===== src/hfr_pkg.sv =====
// Shared types and constants of the length-prefixed frame receiver.
`default_nettype none
package hfr_pkg;

  // Fixed field widths.
  localparam int BYTE_W    = 8;
  localparam int CMD_W     = 16;
  localparam int PLEN_W    = 6;
  localparam int PIDX_W    = 5;
  localparam int CFG_IDX_W = 2;

  // Length byte counts type and two command bytes ahead of the payload.
  localparam int MIN_LEN = 3;

  // Reset value of the header register.
  localparam logic [BYTE_W-1:0] HEADER_RESET = 8'h55;

  // Configuration register indexes.
  typedef enum logic [CFG_IDX_W-1:0] {
    CFG_HEADER  = 2'd0,
    CFG_DELIVER = 2'd1
  } cfg_reg_t;

  // Sequencer states: three parse phases, then the emit loop.
  typedef enum logic [2:0] {
    ST_HUNT,
    ST_LEN,
    ST_DATA,
    ST_FETCH,
    ST_LOAD,
    ST_HOLD
  } state_t;

  // Status from the datapath to the sequencer.
  typedef struct packed {
    logic hdr_match;
    logic len_ok;
    logic count_done;
    logic check_ok;
    logic out_last;
  } hfr_stat_t;

  // Controls from the sequencer to the datapath.
  typedef struct packed {
    logic take_len;
    logic take_data;
    logic start_emit;
    logic load_out;
    logic out_done;
  } hfr_ctrl_t;

endpackage
`default_nettype wire


===== src/hfr_if.sv =====
// Valid/ready channel interfaces: received bytes, result items, configuration writes.
`default_nettype none
interface hfr_rx_if;
  logic                      valid;
  logic                      ready;
  logic [hfr_pkg::BYTE_W-1:0] rx_byte;

  modport source (output valid, output rx_byte, input ready);
  modport sink   (input valid, input rx_byte, output ready);
endinterface

interface hfr_res_if;
  logic                        valid;
  logic                        ready;
  logic [hfr_pkg::BYTE_W-1:0]  frame_type;
  logic [hfr_pkg::CMD_W-1:0]   command;
  logic [hfr_pkg::PLEN_W-1:0]  payload_len;
  logic                        has_payload;
  logic [hfr_pkg::PIDX_W-1:0]  payload_index;
  logic [hfr_pkg::BYTE_W-1:0]  payload_byte;
  logic                        last;

  modport source (output valid, output frame_type, output command, output payload_len,
                  output has_payload, output payload_index, output payload_byte,
                  output last, input ready);
  modport sink   (input valid, input frame_type, input command, input payload_len,
                  input has_payload, input payload_index, input payload_byte,
                  input last, output ready);
endinterface

interface hfr_cfg_if;
  logic                          valid;
  logic                          ready;
  logic [hfr_pkg::CFG_IDX_W-1:0] reg_index;
  logic [hfr_pkg::BYTE_W-1:0]    wdata;

  modport source (output valid, output reg_index, output wdata, input ready);
  modport sink   (input valid, input reg_index, input wdata, output ready);
endinterface
`default_nettype wire


===== src/hfr_ram.sv =====
// Generic single-write, single-read RAM with registered read data.
`default_nettype none
module hfr_ram #(
  parameter int WIDTH = 8,
  parameter int DEPTH = 32,
  parameter int AW    = (DEPTH > 1) ? $clog2(DEPTH) : 1
) (
  input  wire logic             clk,
  input  wire logic             we,
  input  wire logic [AW-1:0]    waddr,
  input  wire logic [WIDTH-1:0] wdata,
  input  wire logic [AW-1:0]    raddr,
  output logic      [WIDTH-1:0] rdata
);

  logic [WIDTH-1:0] mem [DEPTH];

  // Write port and registered read port.
  always_ff @(posedge clk) begin
    if (we) begin
      mem[waddr] <= wdata;
    end
    rdata <= mem[raddr];
  end

endmodule
`default_nettype wire


===== src/hfr_seq.sv =====
// Sequencer of the frame receiver: parse phases and the result emit loop.
`default_nettype none
module hfr_seq (
  input  wire logic               clk,
  input  wire logic               rst,
  input  wire logic               rx_valid,
  output logic                    rx_ready,
  output logic                    res_valid,
  input  wire logic               res_ready,
  input  wire hfr_pkg::hfr_stat_t stat,
  output hfr_pkg::hfr_ctrl_t      ctrl
);
  import hfr_pkg::*;

  state_t state;
  state_t state_next;
  logic   rx_fire;
  logic   res_fire;

  assign rx_fire  = rx_valid && rx_ready;
  assign res_fire = res_valid && res_ready;

  // State register.
  always_ff @(posedge clk) begin
    if (rst) begin
      state <= ST_HUNT;
    end else begin
      state <= state_next;
    end
  end

  // Next state.
  always_comb begin
    state_next = state;
    case (state)
      ST_HUNT: begin
        if (rx_fire && stat.hdr_match) state_next = ST_LEN;
      end
      ST_LEN: begin
        if (rx_fire) state_next = stat.len_ok ? ST_DATA : ST_HUNT;
      end
      ST_DATA: begin
        if (rx_fire && stat.count_done) begin
          state_next = stat.check_ok ? ST_FETCH : ST_HUNT;
        end
      end
      ST_FETCH: state_next = ST_LOAD;
      ST_LOAD:  state_next = ST_HOLD;
      ST_HOLD: begin
        if (res_fire) state_next = stat.out_last ? ST_HUNT : ST_FETCH;
      end
      default: state_next = ST_HUNT;
    endcase
  end

  // Outputs and datapath controls.
  always_comb begin
    rx_ready  = 1'b0;
    res_valid = 1'b0;
    ctrl      = '0;
    case (state)
      ST_HUNT: rx_ready = 1'b1;
      ST_LEN: begin
        rx_ready      = 1'b1;
        ctrl.take_len = rx_fire;
      end
      ST_DATA: begin
        rx_ready        = 1'b1;
        ctrl.take_data  = rx_fire && !stat.count_done;
        ctrl.start_emit = rx_fire && stat.count_done;
      end
      ST_FETCH: ;
      ST_LOAD:  ctrl.load_out = 1'b1;
      ST_HOLD: begin
        res_valid     = 1'b1;
        ctrl.out_done = res_fire;
      end
      default: ;
    endcase
  end

endmodule
`default_nettype wire


===== src/hfr_dp.sv =====
// Datapath of the frame receiver: config registers, frame fields, running XOR, result register.
`default_nettype none
module hfr_dp #(
  parameter int MAX_PAYLOAD = 32,
  parameter int AW          = (MAX_PAYLOAD > 1) ? $clog2(MAX_PAYLOAD) : 1,
  parameter int CNT_W       = $clog2(MAX_PAYLOAD + hfr_pkg::MIN_LEN + 1)
) (
  input  wire logic                        clk,
  input  wire logic                        rst,
  hfr_cfg_if.sink                          cfg,
  input  wire logic [hfr_pkg::BYTE_W-1:0]  rx_byte,
  input  wire hfr_pkg::hfr_ctrl_t          ctrl,
  output hfr_pkg::hfr_stat_t               stat,
  output logic                             ram_we,
  output logic      [AW-1:0]               ram_waddr,
  output logic      [AW-1:0]               ram_raddr,
  input  wire logic [hfr_pkg::BYTE_W-1:0]  ram_rdata,
  output logic      [hfr_pkg::BYTE_W-1:0]  frame_type,
  output logic      [hfr_pkg::CMD_W-1:0]   command,
  output logic      [hfr_pkg::PLEN_W-1:0]  payload_len,
  output logic                             has_payload,
  output logic      [hfr_pkg::PIDX_W-1:0]  payload_index,
  output logic      [hfr_pkg::BYTE_W-1:0]  payload_byte,
  output logic                             last
);
  import hfr_pkg::*;

  logic [BYTE_W-1:0] header_byte;
  logic              deliver_enable;
  logic [CNT_W-1:0]  length_field;
  logic [CNT_W-1:0]  byte_count;
  logic [BYTE_W-1:0] running_xor;
  logic [BYTE_W-1:0] type_reg;
  logic [CMD_W-1:0]  command_reg;
  logic [CNT_W-1:0]  emit_idx;
  logic [CNT_W-1:0]  plen;
  logic [CNT_W-1:0]  store_idx;
  logic              plen_zero;

  // Configuration writes are always taken; unknown indexes are ignored.
  assign cfg.ready = 1'b1;

  always_ff @(posedge clk) begin
    if (rst) begin
      header_byte    <= HEADER_RESET;
      deliver_enable <= 1'b0;
    end else if (cfg.valid) begin
      case (cfg.reg_index)
        CFG_HEADER:  header_byte    <= cfg.wdata;
        CFG_DELIVER: deliver_enable <= cfg.wdata[0];
        default: ;
      endcase
    end
  end

  // Payload length and store positions.
  assign plen      = length_field - CNT_W'(MIN_LEN);
  assign plen_zero = (plen == '0);
  assign store_idx = byte_count - CNT_W'(MIN_LEN);

  // Status toward the sequencer.
  always_comb begin
    stat.hdr_match  = (rx_byte == header_byte);
    stat.len_ok     = (rx_byte >= BYTE_W'(MIN_LEN)) &&
                      (rx_byte <= BYTE_W'(MAX_PAYLOAD + MIN_LEN));
    stat.count_done = (byte_count >= length_field);
    stat.check_ok   = (rx_byte == running_xor) && deliver_enable;
    stat.out_last   = last;
  end

  // Payload bytes go to the store; the emit index reads it back.
  assign ram_we    = ctrl.take_data && (byte_count >= CNT_W'(MIN_LEN));
  assign ram_waddr = store_idx[AW-1:0];
  assign ram_raddr = emit_idx[AW-1:0];

  // Frame parsing registers.
  always_ff @(posedge clk) begin
    if (rst) begin
      length_field <= '0;
      byte_count   <= '0;
      running_xor  <= '0;
      type_reg     <= '0;
      command_reg  <= '0;
      emit_idx     <= '0;
    end else begin
      if (ctrl.take_len) begin
        length_field <= rx_byte[CNT_W-1:0];
        byte_count   <= '0;
        running_xor  <= rx_byte;
      end
      if (ctrl.take_data) begin
        case (byte_count)
          CNT_W'(0): type_reg                   <= rx_byte;
          CNT_W'(1): command_reg[CMD_W-1:BYTE_W] <= rx_byte;
          CNT_W'(2): command_reg[BYTE_W-1:0]     <= rx_byte;
          default: ;
        endcase
        running_xor <= running_xor ^ rx_byte;
        byte_count  <= byte_count + 1'b1;
      end
      if (ctrl.start_emit) begin
        emit_idx <= '0;
      end else if (ctrl.out_done) begin
        emit_idx <= emit_idx + 1'b1;
      end
    end
  end

  // Result register, loaded from the registered store read data.
  always_ff @(posedge clk) begin
    if (ctrl.load_out) begin
      frame_type    <= type_reg;
      command       <= command_reg;
      payload_len   <= PLEN_W'(plen);
      has_payload   <= !plen_zero;
      payload_index <= PIDX_W'(emit_idx);
      payload_byte  <= plen_zero ? '0 : ram_rdata;
      last          <= plen_zero || ((emit_idx + 1'b1) == plen);
    end
  end

endmodule
`default_nettype wire


===== src/hex_frame_receiver_xor_check.sv =====
// While the block hunts for a header or parses a frame, rx.ready is high and each offered byte is taken.
// After a good check byte with delivery enabled, each result passes through the
// store read (FETCH), load (LOAD) and hold (HOLD) states and stays valid in HOLD until
// the sink takes it; no byte is taken until the last result of the frame is gone.
// Reset (synchronous, active high) returns to hunting with header 0x55, delivery off.
`default_nettype none
module hex_frame_receiver_xor_check #(
  parameter int MAX_PAYLOAD = 32
) (
  input wire logic clk,
  input wire logic rst,
  hfr_rx_if.sink   rx,
  hfr_res_if.source res,
  hfr_cfg_if.sink  cfg
);
  import hfr_pkg::*;

  localparam int AW    = (MAX_PAYLOAD > 1) ? $clog2(MAX_PAYLOAD) : 1;
  localparam int CNT_W = $clog2(MAX_PAYLOAD + MIN_LEN + 1);

  hfr_stat_t         stat;
  hfr_ctrl_t         ctrl;
  logic              ram_we;
  logic [AW-1:0]     ram_waddr;
  logic [AW-1:0]     ram_raddr;
  logic [BYTE_W-1:0] ram_rdata;

  // Sequencer.
  hfr_seq u_seq (
    .clk       (clk),
    .rst       (rst),
    .rx_valid  (rx.valid),
    .rx_ready  (rx.ready),
    .res_valid (res.valid),
    .res_ready (res.ready),
    .stat      (stat),
    .ctrl      (ctrl)
  );

  // Datapath.
  hfr_dp #(
    .MAX_PAYLOAD (MAX_PAYLOAD),
    .AW          (AW),
    .CNT_W       (CNT_W)
  ) u_dp (
    .clk           (clk),
    .rst           (rst),
    .cfg           (cfg),
    .rx_byte       (rx.rx_byte),
    .ctrl          (ctrl),
    .stat          (stat),
    .ram_we        (ram_we),
    .ram_waddr     (ram_waddr),
    .ram_raddr     (ram_raddr),
    .ram_rdata     (ram_rdata),
    .frame_type    (res.frame_type),
    .command       (res.command),
    .payload_len   (res.payload_len),
    .has_payload   (res.has_payload),
    .payload_index (res.payload_index),
    .payload_byte  (res.payload_byte),
    .last          (res.last)
  );

  // Payload store.
  hfr_ram #(
    .WIDTH (BYTE_W),
    .DEPTH (MAX_PAYLOAD),
    .AW    (AW)
  ) u_store (
    .clk   (clk),
    .we    (ram_we),
    .waddr (ram_waddr),
    .wdata (rx.rx_byte),
    .raddr (ram_raddr),
    .rdata (ram_rdata)
  );

endmodule
`default_nettype wire


===== src/flat_wrapper.sv =====
// flat-port wrapper written by rule: the top's interface ports become plain ports
module hex_frame_receiver_xor_check_flat import hfr_pkg::*;
#(
  parameter int MAX_PAYLOAD = 32
)
  (clk, rst, rx_valid, rx_rx_byte, rx_ready, res_valid, res_frame_type, res_command, res_payload_len, res_has_payload, res_payload_index, res_payload_byte, res_last, res_ready, cfg_valid, cfg_reg_index, cfg_wdata, cfg_ready);
  hfr_rx_if rx_i ();
  hfr_res_if res_i ();
  hfr_cfg_if cfg_i ();
  input wire logic clk;
  input wire logic rst;
  input wire logic [$bits(rx_i.valid)-1:0] rx_valid;
  input wire logic [$bits(rx_i.rx_byte)-1:0] rx_rx_byte;
  output wire logic [$bits(rx_i.ready)-1:0] rx_ready;
  output wire logic [$bits(res_i.valid)-1:0] res_valid;
  output wire logic [$bits(res_i.frame_type)-1:0] res_frame_type;
  output wire logic [$bits(res_i.command)-1:0] res_command;
  output wire logic [$bits(res_i.payload_len)-1:0] res_payload_len;
  output wire logic [$bits(res_i.has_payload)-1:0] res_has_payload;
  output wire logic [$bits(res_i.payload_index)-1:0] res_payload_index;
  output wire logic [$bits(res_i.payload_byte)-1:0] res_payload_byte;
  output wire logic [$bits(res_i.last)-1:0] res_last;
  input wire logic [$bits(res_i.ready)-1:0] res_ready;
  input wire logic [$bits(cfg_i.valid)-1:0] cfg_valid;
  input wire logic [$bits(cfg_i.reg_index)-1:0] cfg_reg_index;
  input wire logic [$bits(cfg_i.wdata)-1:0] cfg_wdata;
  output wire logic [$bits(cfg_i.ready)-1:0] cfg_ready;
  assign rx_i.valid = rx_valid;
  assign rx_i.rx_byte = rx_rx_byte;
  assign rx_ready = rx_i.ready;
  assign res_valid = res_i.valid;
  assign res_frame_type = res_i.frame_type;
  assign res_command = res_i.command;
  assign res_payload_len = res_i.payload_len;
  assign res_has_payload = res_i.has_payload;
  assign res_payload_index = res_i.payload_index;
  assign res_payload_byte = res_i.payload_byte;
  assign res_last = res_i.last;
  assign res_i.ready = res_ready;
  assign cfg_i.valid = cfg_valid;
  assign cfg_i.reg_index = cfg_reg_index;
  assign cfg_i.wdata = cfg_wdata;
  assign cfg_ready = cfg_i.ready;
  hex_frame_receiver_xor_check #(.MAX_PAYLOAD(MAX_PAYLOAD)) u_core (.clk(clk), .rst(rst), .rx(rx_i), .res(res_i), .cfg(cfg_i));
endmodule

===== config.mk =====
export PLATFORM = sky130hd
export DESIGN_NAME = hex_frame_receiver_xor_check_flat
export DESIGN_NICKNAME = d
export VERILOG_FILES = /design/src/hfr_pkg.sv /design/src/hfr_if.sv /design/src/hfr_ram.sv /design/src/hfr_seq.sv /design/src/hfr_dp.sv /design/src/hex_frame_receiver_xor_check.sv /design/src/flat_wrapper.sv
export SDC_FILE = /design/constraint.sdc
export NUM_CORES = 1
export LEC_CHECK = 0
export BUFFER_PORTS_ARGS = -buffer_cell sky130_fd_sc_hd__buf_4
export CAP_MARGIN = 20
export CORE_MARGIN = 4
export CORE_UTILIZATION = 50
export CTS_BUF_LIST = sky130_fd_sc_hd__clkbuf_4 sky130_fd_sc_hd__clkbuf_8
export CTS_CLUSTER_SIZE = 10
export DETAILED_ROUTE_END_ITERATION = 6
export PLACE_DENSITY = 0.71
export SLEW_MARGIN = 20
export SYNTH_ARGS = -nofsm -noshare
export SYNTH_HDL_FRONTEND = slang
export SYNTH_SLANG_ARGS = --single-unit

===== constraint.sdc =====
create_clock -name clk -period 7.9 [get_ports clk]
set_input_delay 1.58 -clock clk [delete_from_list [all_inputs] [get_ports clk]]
set_output_delay 1.58 -clock clk [all_outputs]
set_load 0.03 [all_outputs]

======== Word level (Yosys, flattened, before mapping) ========
Memories as Yosys holds them, arrays and structs flattened. A register that Yosys moved wholly into a read port is not among the register bits.
Cells that the tools add are included.
word-level totals
  logic and storage cells ................. 86
  flip-flop bits (word level) ............. 107
  bits in writable memories ............... 256
  input bits .............................. 23
  output and inout bits ................... 48
  memories ................................ 1
operators by class
  reduce and logical (&&, ||, !) cells .... 24
  $add $sub $neg .......................... 4
  multiplexer cells ....................... 20
  bitwise operators ....................... 1
  magnitude comparators ................... 4
  equality and inequality tests ........... 15
memory list
  memory              depth  width  rd ports  clocked after memory_dff  wr ports  RTL line       source
  u_core.u_store.mem  32     8      1         1                         1         hfr_ram.sv:16  logic [WIDTH-1:0] mem [DEPTH];
operators with widths
  operator                                                           number
  case mux 3 bit (6 select lines)                                    1
  == test 8 bit                                                      2
  two-way mux 8 bit                                                  2
  adder 6 x 1 -> 6 bit, second input constant                        2
  logical NOT 6 bit                                                  2
  two-way mux 3 bit                                                  4
  two-way mux 6 bit                                                  2
  AND reduction 2 bit                                                5
  greater-or-equal comparator 8 x 2 -> 1 bit, second input constant  1
  <= comparator 8 x 6 -> 1 bit, second input constant                1
  logical AND 1 bit                                                  8
  two-way mux 2 bit                                                  4
  inequality test 2 bit, second input constant                       4
  bitwise XOR 8 bit                                                  1
  two-way mux 1 bit                                                  7
  == test 3 x 2 -> 1 bit, second input constant                      2
  == test 3 bit, second input constant                               2
  == test 6 x 1 -> 1 bit, second input constant                      1
  == test 6 x 2 -> 1 bit, second input constant                      1
  == test 6 bit                                                      1
  greater-or-equal comparator 6 x 2 -> 1 bit, second input constant  1
  greater-or-equal comparator 6 bit                                  1
  subtractor 6 x 2 -> 6 bit, second input constant                   1
  subtractor 5 x 2 -> 5 bit, second input constant                   1
  10 further kinds                                                   11

======== Logic depth before layout (Yosys ltp) ========
Gate-level depths: netlist (run 1).
  word-level depth ........................ 9
  mapped depth ............................ 9
  depth with buffers taken out ............ 7

======== Hierarchy ========
Synthesis (run 1) repeated with hierarchy kept, for this count alone.
unflattened totals
  cell total of the unflattened synthesis .. 878
  area, all modules ....................... 14794.2 um^2
modules (own cells, without submodules)
  module   area an instance (um^2)  sequential area each (um^2)  cells each  times used
  hfr_ram  10053.4                  7847.5                       417         1
  hfr_dp   4460.5                   2532.4                       423         1
  hfr_seq  280.3                    60.1                         38          1

======== Least setup slack after synthesis (run 1) ========
Ideal clock, no wire load.
  kind .................................... input-to-reg
  start point ............................. input port rx_valid
  end point ............................... memory u_core.u_store.mem[28][0], enable pin
  data required time ...................... 7.530 ns
  setup slack ............................. 4.786 ns
  stages on the path ...................... 4
  setup time .............................. 0.370 ns
  data arrival time ....................... 2.744 ns
  path buffers ............................ 1
  cell sequence ........................... and3_1 > clkbuf_1 > nand4_1 > nor2_1
between the ends
  longest elaborated chain between the ends .. 6
RTL lines
  item                                     RTL line            source
  start: declaration                       flat_wrapper.sv:12  input wire logic [$bits(rx_i.valid)-1:0] rx_valid;
  logical AND 1 bit                        hfr_seq.sv:20       assign rx_fire = rx_valid && rx_ready;
  logical AND 1 bit                        hfr_seq.sv:69       ctrl.take_data = rx_fire && !stat.count_done;
  two-way mux 2 bit                        hfr_seq.sv:61       case (state)
  logical AND 1 bit                        hfr_dp.sv:72        assign ram_we = ctrl.take_data && (byte_count >= CNT_W'(MIN_LEN));
  two-way mux 1 bit                        hfr_ram.sv:20       if (we) begin
  two-way mux 1 bit (implied by the code)  hfr_ram.sv:21       mem[waddr] <= wdata;
  end: declaration                         hfr_ram.sv:16
No other way between the ends.

======== Final worst setup path (run 1) ========
  start point ............................. register u_core.u_dp.length_field[5]
  end point ............................... memory u_core.u_store.mem[27][6], enable pin
between the ends
  longest elaborated chain between the ends .. 7
RTL lines
  item                                     RTL line       source
  start: declaration                       hfr_dp.sv:30   logic [CNT_W-1:0] length_field;
  start signal: assignment                 hfr_dp.sv:87   length_field <= rx_byte[CNT_W-1:0];
  greater-or-equal comparator 6 bit        hfr_dp.sv:66   stat.count_done = (byte_count >= length_field);
  logical NOT 1 bit                        hfr_seq.sv:69
  logical AND 1 bit                        hfr_seq.sv:69
  two-way mux 2 bit                        hfr_seq.sv:61
  logical AND 1 bit                        hfr_dp.sv:72
  two-way mux 1 bit                        hfr_ram.sv:20
  two-way mux 1 bit (implied by the code)  hfr_ram.sv:21
No other way between the ends.

==> results.sh, run 1 <==
export IMPL_syn_area_mm2=0.0149
export IMPL_drt_initial_drc_count=950
export IMPL_synth_area_leaders="edfxtp_1 (61%), mux4_2 (12%), dfxtp_1 (9.4%)"
export IMPL_fin_nets=995
export IMPL_fin_skew_ns=0.0525
export IMPL_antennaDiodeCount=0
export IMPL_postPlaceCellArea_mm2=0.0157
export IMPL_cts_tree="built"
export IMPL_cts_root_buffer="clkbuf_8"
export IMPL_fmaxAchievable_ghz=0.254
export IMPL_die_area_mm2=0.0327
export IMPL_yosys_warnings=0
export IMPL_synth_compound_area_frac=0.0324
export IMPL_wl_um=32600
export IMPL_final_hold_viol_count=0
export IMPL_r2r_slack_ns=3.97
export IMPL_drtPass1Iterations=5
export IMPL_cts_hold_buf=0
export IMPL_fin_crit_sh=0.498
export IMPL_drive_gt1_frac=0.263
export IMPL_yosys_area_share_adder=0.0117
export IMPL_grt_pass1_vias=8147
export IMPL_critPathCaptureType="register"
export IMPL_nFillCells=2140
export IMPL_synth_top_area_share=0.606
export IMPL_yosysTopAreaCell="edfxtp_1"
export IMPL_design_area_mm2=0.0170
export IMPL_grt_antenna_before_repair=0
export IMPL_crit_path_max_fanout=21
export IMPL_h_tree_depth=2
export IMPL_register_area_mm2=0.0104
export IMPL_grt_max_degree=57
export IMPL_finalSetupViolCount=0
export IMPL_synthFlopType="edfxtp_1"
export IMPL_io_buffer_count=69
export IMPL_grt_pass1_wl_um=49800
export IMPL_status="completed"
export IMPL_core_area_mm2=0.0291
export IMPL_area_growth_pct=13.6
export IMPL_critPathLaunchType="register"
export IMPL_dpl_hpwl_um=19900
export IMPL_post_route_drc_count=0
export IMPL_cellPowerDensity_mw_per_mm2=228
export IMPL_fp_row_count=62
export IMPL_grt_overflow=0
export IMPL_worstMarginPinSlew_ns=1.06
export IMPL_dp_cells=1285
export IMPL_ys_types=55
export IMPL_final_setup_tns_ns=0
export IMPL_synthMuxAreaShare=0.154
export IMPL_largest_register_ffs=256
export IMPL_setup_slack_ns=3.97
export IMPL_synth_edf_count=301
export IMPL_wire_per_inst_um=23.5
export IMPL_max_cap_viol_count=0
export IMPL_syn_inst=881
export IMPL_synthArstFlopShare=0
export IMPL_path_class="register to register"
export IMPL_power_leakage_nw=5.61
export IMPL_hp_class="register to register"
export IMPL_peakVddDrop_mv=0.120
export IMPL_post_place_ws_ns=3.44
export IMPL_postSynthAreaPerCell_um2=16.9
export IMPL_cp_required_ns=8.12
export IMPL_report_final_slew_viol_count=0
export IMPL_maxSlewHeadroom=0.294
export IMPL_cts_resized_gates=0
export IMPL_synth_seq_cells=371
export IMPL_yosys_area_share_simple=0.0598
export IMPL_arrival_ns=4.16
export IMPL_rsz0062_at_grt="false"
export IMPL_synth_top_family_by_area="multiplexers"
export IMPL_period_needed_ns=3.93
export IMPL_multi_input_area_mm2=0.00416
export IMPL_grt_total_usage=0.198
export IMPL_synth_yosys_seq_area_share=0.700
export IMPL_start_util=0.513
export IMPL_gp_congestion=0.826
export IMPL_ant_nets=0
export IMPL_die_w_um=181
export IMPL_path_clk_slew_ns=0.06
export IMPL_die_y_um=181
export IMPL_ios=71
export IMPL_synth_fp_nets=918
export IMPL_cts_buffers=55
export IMPL_clk_path_buf_depth=3
export IMPL_viasPerCell=5.87
export IMPL_synth_xor_area_share=0.0211
export IMPL_num_vias=8150
export IMPL_clock_sinks=371
export IMPL_instances_no_fill=1389
export IMPL_clock_latency_ns=0.61
export IMPL_cts_setup_buffers=0
==> routing by layer <==
layer,up-vias,GRT usage,share of wire
met2,413,0.308,0.47
met5,-,0,0
li1,3599,-,-
met4,0,0.0475,0.017
met1,4090,0.293,0.43
met3,48,0.0416,0.086
==> stage by stage <==
| stage | hold WS (ns) | utilization | power (mW) |
|---|---|---|---|
| floorplan | 0.408 | - | 2.17 |
| global placement | 0.413 | 0.540 | 2.22 |
| detailed placement | 0.415 | 0.540 | 2.22 |
| CTS | 0.429 | 0.583 | 3.90 |
| global route | 0.431 | 0.583 | 4.01 |
| finish | 0.427 | 0.583 | 3.87 |
==> synthesized netlist by cell type, types with 8 or more instances <==
cell / n
edfxtp_1: 301
mux4_2: 80
nor2_1: 72
dfxtp_1: 70
nand2_1: 54
mux2i_1: 40
clkbuf_1: 38
xnor2_1: 31
a21oi_1: 17
inv_1: 17
ha_1: 14
nand3_1: 14
nand4_1: 12
and2_1: 10
mux2_2: 8
==> cells in the final DEF, fill, tap and decap left out, types with 6 or more instances in the layout <==
| master | n |
|---|---|
| a21oi_1 | 17 |
| nor2_1 | 72 |
| mux4_2 | 80 |
| edfxtp_1 | 301 |
| o32ai_1 | 7 |
| and2_1 | 9 |
| clkinv_2 | 9 |
| mux2i_1 | 40 |
| clkbuf_4 | 17 |
| nand3_1 | 14 |
| nand2_1 | 54 |
| nand4_1 | 12 |
| clkinv_1 | 10 |
| xnor2_1 | 31 |
| ha_1 | 14 |
| bufinv_16 | 6 |
| dfxtp_1 | 68 |
| a31o_1 | 7 |
| o31a_1 | 7 |
| buf_4 | 73 |
| clkbuf_8 | 58 |
| inv_1 | 17 |
| mux2_2 | 8 |
==> power breakdown <==
part           internal [mW]  switching (mW)  leakage [nW]  total, mW
clock                  0.968           0.732         0.649       1.70
combinational         0.0153          0.0497          1.69     0.0651
sequential              2.11         0.00118          3.27       2.11
==> critical path, cell delays in order, from the launching register on <==
cell	delay, ns
dfxtp_1	0.33
inv_1	0.09
ha_1	0.33
a21oi_1	0.28
and3_1	0.70
nand4_1	0.91
nor2_1	0.91
==> final cells by class <==
class,count,share of cell area
multi-input cells,437,0.246
inverters,19,0.00421
well taps,384,0.0283
flip-flops and latches,371,0.616
repair buffers,74,0.0330
clock buffers,75,0.0546
clock inverters,29,0.0181
==> cell families after synthesis <==
group / after synthesis
AOI/OAI and AO/OA: 66
DFF: 371
buffers and inverters: 73
and+or+nand+nor: 192
muxes: 128
other: 1
xor gates and xnor gates: 36
adders and majority gates: 14
==> worst paths after layout <==
kind	from	end	depth (start not counted)
max reg2reg	u_core.u_dp.length_field[5]$_SDFFE_PP0P_	u_core.u_store.mem[27][6]$_DFFE_PP_	6
min	u_core.u_dp.type_reg[0]$_SDFFE_PP0P_	u_core.u_dp.frame_type[0]$_DFFE_PP_	0
min reg2reg	u_core.u_dp.type_reg[0]$_SDFFE_PP0P_	u_core.u_dp.frame_type[0]$_DFFE_PP_	0
max	u_core.u_dp.length_field[5]$_SDFFE_PP0P_	u_core.u_store.mem[27][6]$_DFFE_PP_	6
Power figures use the tool's default switching activity.
==> run 2: changes to the inputs <==
- ABC_AREA: default -> 1
- PLACE_DENSITY: 0.71 -> 0.74
- clock period: 7.9 -> 3.41 ns (I/O delays scaled with it)
==> run 2 against run 1 <==
  * Synthesized cell count is 64% higher
  * Cell count is 43% higher
  * Design area is 3.7% higher
  * Combinational power grew to 7.7 times the previous value
  * Synthesized area is 2.8% higher
  * Via count is 35% higher
  * Die area is 2.7% higher
  * Clock power is 120% higher
  * Sequential share of layout area is 2.2 points lower
  * Clock skew is 0.019 ns lower
  * Utilization is 0.39 points higher
  * Worst hold slack worse by 0.12 ns
  * Critical endpoint is now u_core.u_store.mem[27][5]$_DFFE_PP_
==> results.sh, run 2 <==
export IMPL_synth_common_cells="nand2_1 (399), edfxtp_1 (301), nor2_1 (156)"
export IMPL_finalSetupViolCount=0
export IMPL_layout_common_cells="nand2_1 (399), edfxtp_1 (301), nor2_1 (155), buf_4 (122), a21oi_1 (118)"
export IMPL_core_area_mm2=0.0300
export IMPL_peakVddDrop_mv=0.243
export IMPL_start_util=0.512
export IMPL_synth_seq_cells=371
export IMPL_path_clk_slew_ns=0.05
export IMPL_rsz0062_at_grt="false"
export IMPL_h_tree_depth=2
export IMPL_cellPowerDensity_mw_per_mm2=524
export IMPL_dpl_hpwl_um=24100
export IMPL_syn_area_mm2=0.0153
export IMPL_max_stage_delay_ns=0.52
export IMPL_fin_crit_sh=0.836
export IMPL_synthArstFlopShare=0
export IMPL_clk_path_buf_depth=3
export IMPL_postSynthAreaPerCell_um2=10.6
export IMPL_synth_edf_count=301
export IMPL_cp_required_ns=3.70
export IMPL_clock_sinks=371
export IMPL_die_area_mm2=0.0336
export IMPL_hp_class="input pin to register"
export IMPL_cts_buffers=57
export IMPL_cts_root_buffer="clkbuf_8"
export IMPL_die_y_um=183
export IMPL_period_needed_ns=2.85
export IMPL_io_buffer_count=69
export IMPL_cts_resized_gates=0
export IMPL_multi_input_area_mm2=0.00429
export IMPL_crit_path_max_fanout=8
export IMPL_grt_pass1_wl_um=59300
export IMPL_cts_hold_buf=0
export IMPL_maxSlewHeadroom=0.333
export IMPL_yosysTopAreaCell="edfxtp_1"
export IMPL_drt_initial_drc_count=1348
export IMPL_synth_fp_nets=1478
export IMPL_fp_row_count=63
export IMPL_ant_nets=0
export IMPL_gp_congestion=0.898
export IMPL_final_hold_viol_count=0
export IMPL_synth_top_area_share=0.589
export IMPL_wire_per_inst_um=19.3
export IMPL_final_common_cell="nand2_1"
export IMPL_ys_types=36
export IMPL_p_clk_frac=0.405
export IMPL_fin_nets=1582
export IMPL_grt_overflow=0
export IMPL_max_cap_viol_count=0
export IMPL_register_area_mm2=0.0104
export IMPL_yosysMostFrequentCell="nand2_1"
export IMPL_largest_register_ffs=256
export IMPL_yosys_warnings=0
export IMPL_clock_latency_ns=0.61
export IMPL_cts_tree="built"
export IMPL_arrival_ns=3.14
export IMPL_cp_slowest_cell="nand2_1"
export IMPL_power_leakage_nw=6.68
export IMPL_worstMarginPinSlew_ns=1.00
export IMPL_status="completed"
export IMPL_report_final_slew_viol_count=0
export IMPL_die_w_um=183
export IMPL_num_vias=11000
export IMPL_syn_inst=1441
export IMPL_combPwrFrac=0.055
export IMPL_cp_common_cell="nand2_1"
export IMPL_synth_yosys_seq_area_share=0.680
export IMPL_grt_pass1_vias=10700
export IMPL_drive_gt1_frac=0.146
export IMPL_synth_area_leaders="edfxtp_1 (59%), nand2_1 (9.8%), dfxtp_1 (9.1%)"
export IMPL_critPathLaunchType="register"
export IMPL_wl_um=38300
export IMPL_post_route_drc_count=0
export IMPL_grt_antenna_before_repair=0
export IMPL_synthFlopType="edfxtp_1"
export IMPL_grt_max_degree=101
export IMPL_internal_power_mw=7.11
export IMPL_final_setup_tns_ns=0
export IMPL_drtPass1Iterations=6
export IMPL_critPathCaptureType="register"
export IMPL_p_sw_frac=0.227
export IMPL_whs_ns=0.308
export IMPL_fin_skew_ns=0.0335
export IMPL_antennaDiodeCount=0
export IMPL_nFillCells=2472
export IMPL_cts_setup_buffers=0
export IMPL_sequentialPowerShare=0.540
export IMPL_fmaxAchievable_ghz=0.351
export IMPL_grt_total_usage=0.227
export IMPL_path_class="register to register"
export IMPL_ios=71
export IMPL_path_cells="inv_1 > ha_1 > o21ai_0 > nand2_1 > nand2_1 > nand3_1 > a31oi_1 > nand2_1 > nor2_1 > buf_4"
export IMPL_area_growth_pct=14.5
export IMPL_p_switching_mw=2.09
export IMPL_viasPerCell=5.56
==> run 2: cell types whose count changed after synthesis, sizes merged, moves of 42 or more <==
cell / delta
nor2: +84
nand3: +86
a21oi: +101
mux4: -80
nand2: +346
o21ai: +42
inv: +44
==> run 2: power by group through the flow <==
stage	sequential, mW	combinational, mW	clock [mW]
global placement	5.06	0.488	0
global route	4.97	0.556	4.00
detailed placement	5.06	0.495	0
floorplan	5.07	0.289	0
CTS	4.97	0.497	3.79
finish	4.97	0.504	3.73
==> run 2: through the flow <==
step                instances  power, mW  setup WS (ns)  cell area [um^2]   util
finish                   1983       9.20          0.560             17600  0.587
global route             1983       9.52          0.326             17600  0.587
CTS                      1983       9.25          0.593             17600  0.587
detailed placement       1876       5.56          0.631             16400  0.547
global placement         1876       5.55          0.635             16400  0.547
floorplan                1441       5.36          0.593             15300      -
==> run 2: area by class of cell <==
cell class	instances	share of cell area
sequential	371	0.594
clock buffer	77	0.0557
tap	390	0.0278
clock inverter	30	0.0114
timing repair buffer	122	0.0521
inverter	67	0.0144
multi-input combinational	926	0.244
==> run 2: kinds of logic after synthesis <==
group                      share of synthesized area
AOI/OAI and AO/OA                             0.0740
adders and majority gates                     0.0114
other                                       0.000244
xor gates and xnor gates                      0.0103
DFF                                            0.680
and+or+nand+nor                                0.183
buffers and inverters                         0.0405
==> run 2: worst max-delay path: cells and delay by family (launching register included) <==
family          cells  cell delay [ns]
compound gates      2             0.49
flops               1             0.43
fa+ha+maj           1             0.29
buf+inv             2             0.33
simple gates        5             1.00
==> run 2: metal layers <==
layer,vias to the layer above,share of wire,GRT usage
met5,-,0,0
met4,0,0.036,0.0915
met3,99,0.087,0.0460
met2,576,0.47,0.366
met1,5200,0.41,0.303
li1,5152,-,-
==> run 2: worst paths after layout <==
path / startpoint / to / slack, ns / cells past startpoint
max reg2reg: u_core.u_dp.byte_count[0]$_SDFFE_PP0P_ / u_core.u_store.mem[27][5]$_DFFE_PP_ / 0.56 / 10
min: cfg_wdata[4] / u_core.u_dp.header_byte[4]$_SDFFE_PP1P_ / 0.31 / 3
max: u_core.u_dp.byte_count[0]$_SDFFE_PP0P_ / u_core.u_store.mem[27][5]$_DFFE_PP_ / 0.56 / 10
min reg2reg: u_core.u_dp.command_reg[10]$_SDFFE_PP0P_ / u_core.u_dp.command[10]$_DFFE_PP_ / 0.41 / 0
==> run 3: changes to the inputs <==
- clock period: 3.41 -> 2.6 ns (I/O delays scaled with it)
==> run 3 against run 2 <==
  * Clock skew increased by 0.015 ns
  * Non-clock buffer count increased by 4
  * Combinational power is 37% higher
  * Cell count is essentially flat
  * Count of clock-buffer cells in the layout increased by 1
  * Die area unchanged
  * Register-to-register slack lost 0.45 ns
  * Global-route usage decreased by 0.12 points
  * Clock power rose by 29%
  * Largest power group unchanged
==> results.sh, run 3 (synthesized netlist as in run 2, its figures left out) <==
export IMPL_rsz0062_at_grt="true"
export IMPL_worstMarginPinSlew_ns=0.923
export IMPL_final_hold_viol_count=0
export IMPL_die_w_um=183
export IMPL_status="completed"
export IMPL_clock_latency_ns=0.61
export IMPL_grt_pass1_vias=10600
export IMPL_max_stage_delay_ns=0.36
export IMPL_layout_common_cells="nand2_1 (397), edfxtp_1 (301), nor2_1 (135), buf_4 (122), a21oi_1 (118)"
export IMPL_grt_pass1_wl_um=58900
export IMPL_h_tree_depth=2
export IMPL_met1_length_um=15300
export IMPL_report_final_slew_viol_count=0
export IMPL_core_area_mm2=0.0300
export IMPL_fmaxAchievable_ghz=0.402
export IMPL_drive_gt1_frac=0.158
export IMPL_sequentialPowerShare=0.542
export IMPL_largest_register_ffs=256
export IMPL_setup_slack_ns=0.114
export IMPL_viasPerCell=5.56
export IMPL_nFillCells=2429
export IMPL_met2_wirelength_um=18600
export IMPL_grt_total_usage=0.225
export IMPL_wire_per_inst_um=19.5
export IMPL_grt_max_degree=113
export IMPL_path_class="register to register"
export IMPL_dpl_hpwl_um=24700
export IMPL_finalSetupViolCount=0
export IMPL_fp_row_count=63
export IMPL_cts_hold_buf=0
export IMPL_cp_slowest_cell="dfxtp_1"
export IMPL_path_cells="inv_1 > ha_1 > nand2_1 > a21oi_1 > nor2_1 > nand3_1 > a31oi_4 > nand2_2 > buf_4 > nor2_2"
export IMPL_critPathCaptureType="register"
export IMPL_fin_skew_ns=0.0483
export IMPL_cts_setup_buffers=0
export IMPL_gp_congestion=0.931
export IMPL_num_vias=11000
export IMPL_p_switching_mw=2.73
export IMPL_cts_buffers=56
export IMPL_period_needed_ns=2.49
export IMPL_grt_antenna_before_repair=0
export IMPL_cts_tree="built"
export IMPL_cts_root_buffer="clkbuf_8"
export IMPL_whs_ns=0.142
export IMPL_final_common_cell="nand2_1"
export IMPL_cellPowerDensity_mw_per_mm2=678
export IMPL_die_y_um=183
export IMPL_die_area_mm2=0.0336
export IMPL_dp_cells=1880
export IMPL_cp_required_ns=2.82
export IMPL_crit_path_max_fanout=8
export IMPL_ant_nets=0
export IMPL_grt_overflow=0
export IMPL_start_util=0.512
export IMPL_peakVddDrop_mv=0.380
export IMPL_internal_power_mw=9.28
export IMPL_arrival_ns=2.71
export IMPL_ios=71
export IMPL_post_route_drc_count=0
export IMPL_critPathTopFamily="simple AND/OR/NAND/NOR gates"
export IMPL_max_cap_viol_count=0
export IMPL_fin_nets=1585
export IMPL_power_leakage_nw=6.71
export IMPL_clock_sinks=371
export IMPL_post_place_ws_ns=-0.147
export IMPL_drtPass1Iterations=7
export IMPL_combPwrFrac=0.057
export IMPL_area_growth_pct=15.6
export IMPL_drt_initial_drc_count=1289
export IMPL_dr_wl_met3_um=3480
export IMPL_p_clk_frac=0.401
export IMPL_path_clk_slew_ns=0.06
export IMPL_fin_crit_sh=0.956
export IMPL_worst_path_buf_inv=2
export IMPL_instances_no_fill=1984
export IMPL_io_buffer_count=69
export IMPL_wl_um=38600
export IMPL_critPathLaunchType="register"
export IMPL_clk_path_buf_depth=3
export IMPL_maxSlewHeadroom=0.378
export IMPL_top_layer_used="met4"
export IMPL_hp_class="input pin to register"
export IMPL_p_sw_frac=0.228
-- run 3: cell count changes in the layout (fill, tap and decap cells not counted), moves of 2 or more --
| cell | delta |
|---|---|
| nor2_2 | +13 |
| inv_6 | -2 |
| nor2_1 | -20 |
| clkbuf_4 | +4 |
| clkinv_2 | -8 |
| clkinv_1 | +3 |
| clkbuf_8 | -3 |
| nand2_1 | -2 |
| diode_2 | +2 |
| buf_12 | +4 |
| nor2_4 | +7 |
-- run 3: tightest hold or removal path, cell delays in order --
cell and delay [ns]:
buf_4 0.07, nand2_1 0.04, nand3_1 0.06
-- run 3: through the flow --
step	utilization	power (mW)	setup TNS (ns)	area [um^2]
after CTS	0.590	12.1	-0.882	17700
after global placement	0.550	7.28	-1.95	16500
after detailed placement	0.550	7.30	-10.06	16500
final	0.592	12.0	0	17700
after global routing	0.592	12.4	-1.31	17700
after floorplan	-	7.03	0	15300
-- run 3: power by group through the flow --
| stage | Combinational (mW) | Sequential (mW) | Clock [mW] |
|---|---|---|---|
| final | 0.688 | 6.51 | 4.82 |
| after global placement | 0.650 | 6.63 | 0 |
| after global routing | 0.753 | 6.51 | 5.14 |
| after floorplan | 0.381 | 6.65 | 0 |
| after CTS | 0.673 | 6.51 | 4.87 |
| after detailed placement | 0.668 | 6.64 | 0 |
-- run 3: what timing repair did --
action | CTS | global route
endpoints found under the hold margin | 0 | 0
gates resized for setup | 19 | 13
endpoints found under the setup margin | 168 | 256
-- run 3: area by class of cell --
type,count,area (um^2),share of cell area
clock inverters,24,179,0.0101
well taps,390,488,0.0275
multi-input cells,926,4400,0.248
repair buffers,126,996,0.0562
diodes,2,5.00,0.000282
clock buffers,78,967,0.0545
flip-flops and latches,371,10400,0.589
inverters,67,253,0.0143
-- run 3: layer usage --
layer	track usage	vias up
met5	0	-
met4	0.0790	0
met3	0.0327	77
met2	0.376	565
met1	0.305	5237
li1	-	5161
-- run 3: worst paths after layout --
path | start | endpoint | slack, ns | depth (start not counted)
min | cfg_wdata[2] | u_core.u_dp.header_byte[2]$_SDFFE_PP1P_ | 0.14 | 3
max reg2reg | u_core.u_dp.length_field[5]$_SDFFE_PP0P_ | u_core.u_store.mem[27][5]$_DFFE_PP_ | 0.11 | 10
min reg2reg | u_core.u_dp.command_reg[4]$_SDFFE_PP0P_ | u_core.u_dp.command[4]$_DFFE_PP_ | 0.43 | 0
max | u_core.u_dp.length_field[5]$_SDFFE_PP0P_ | u_core.u_store.mem[27][5]$_DFFE_PP_ | 0.11 | 10
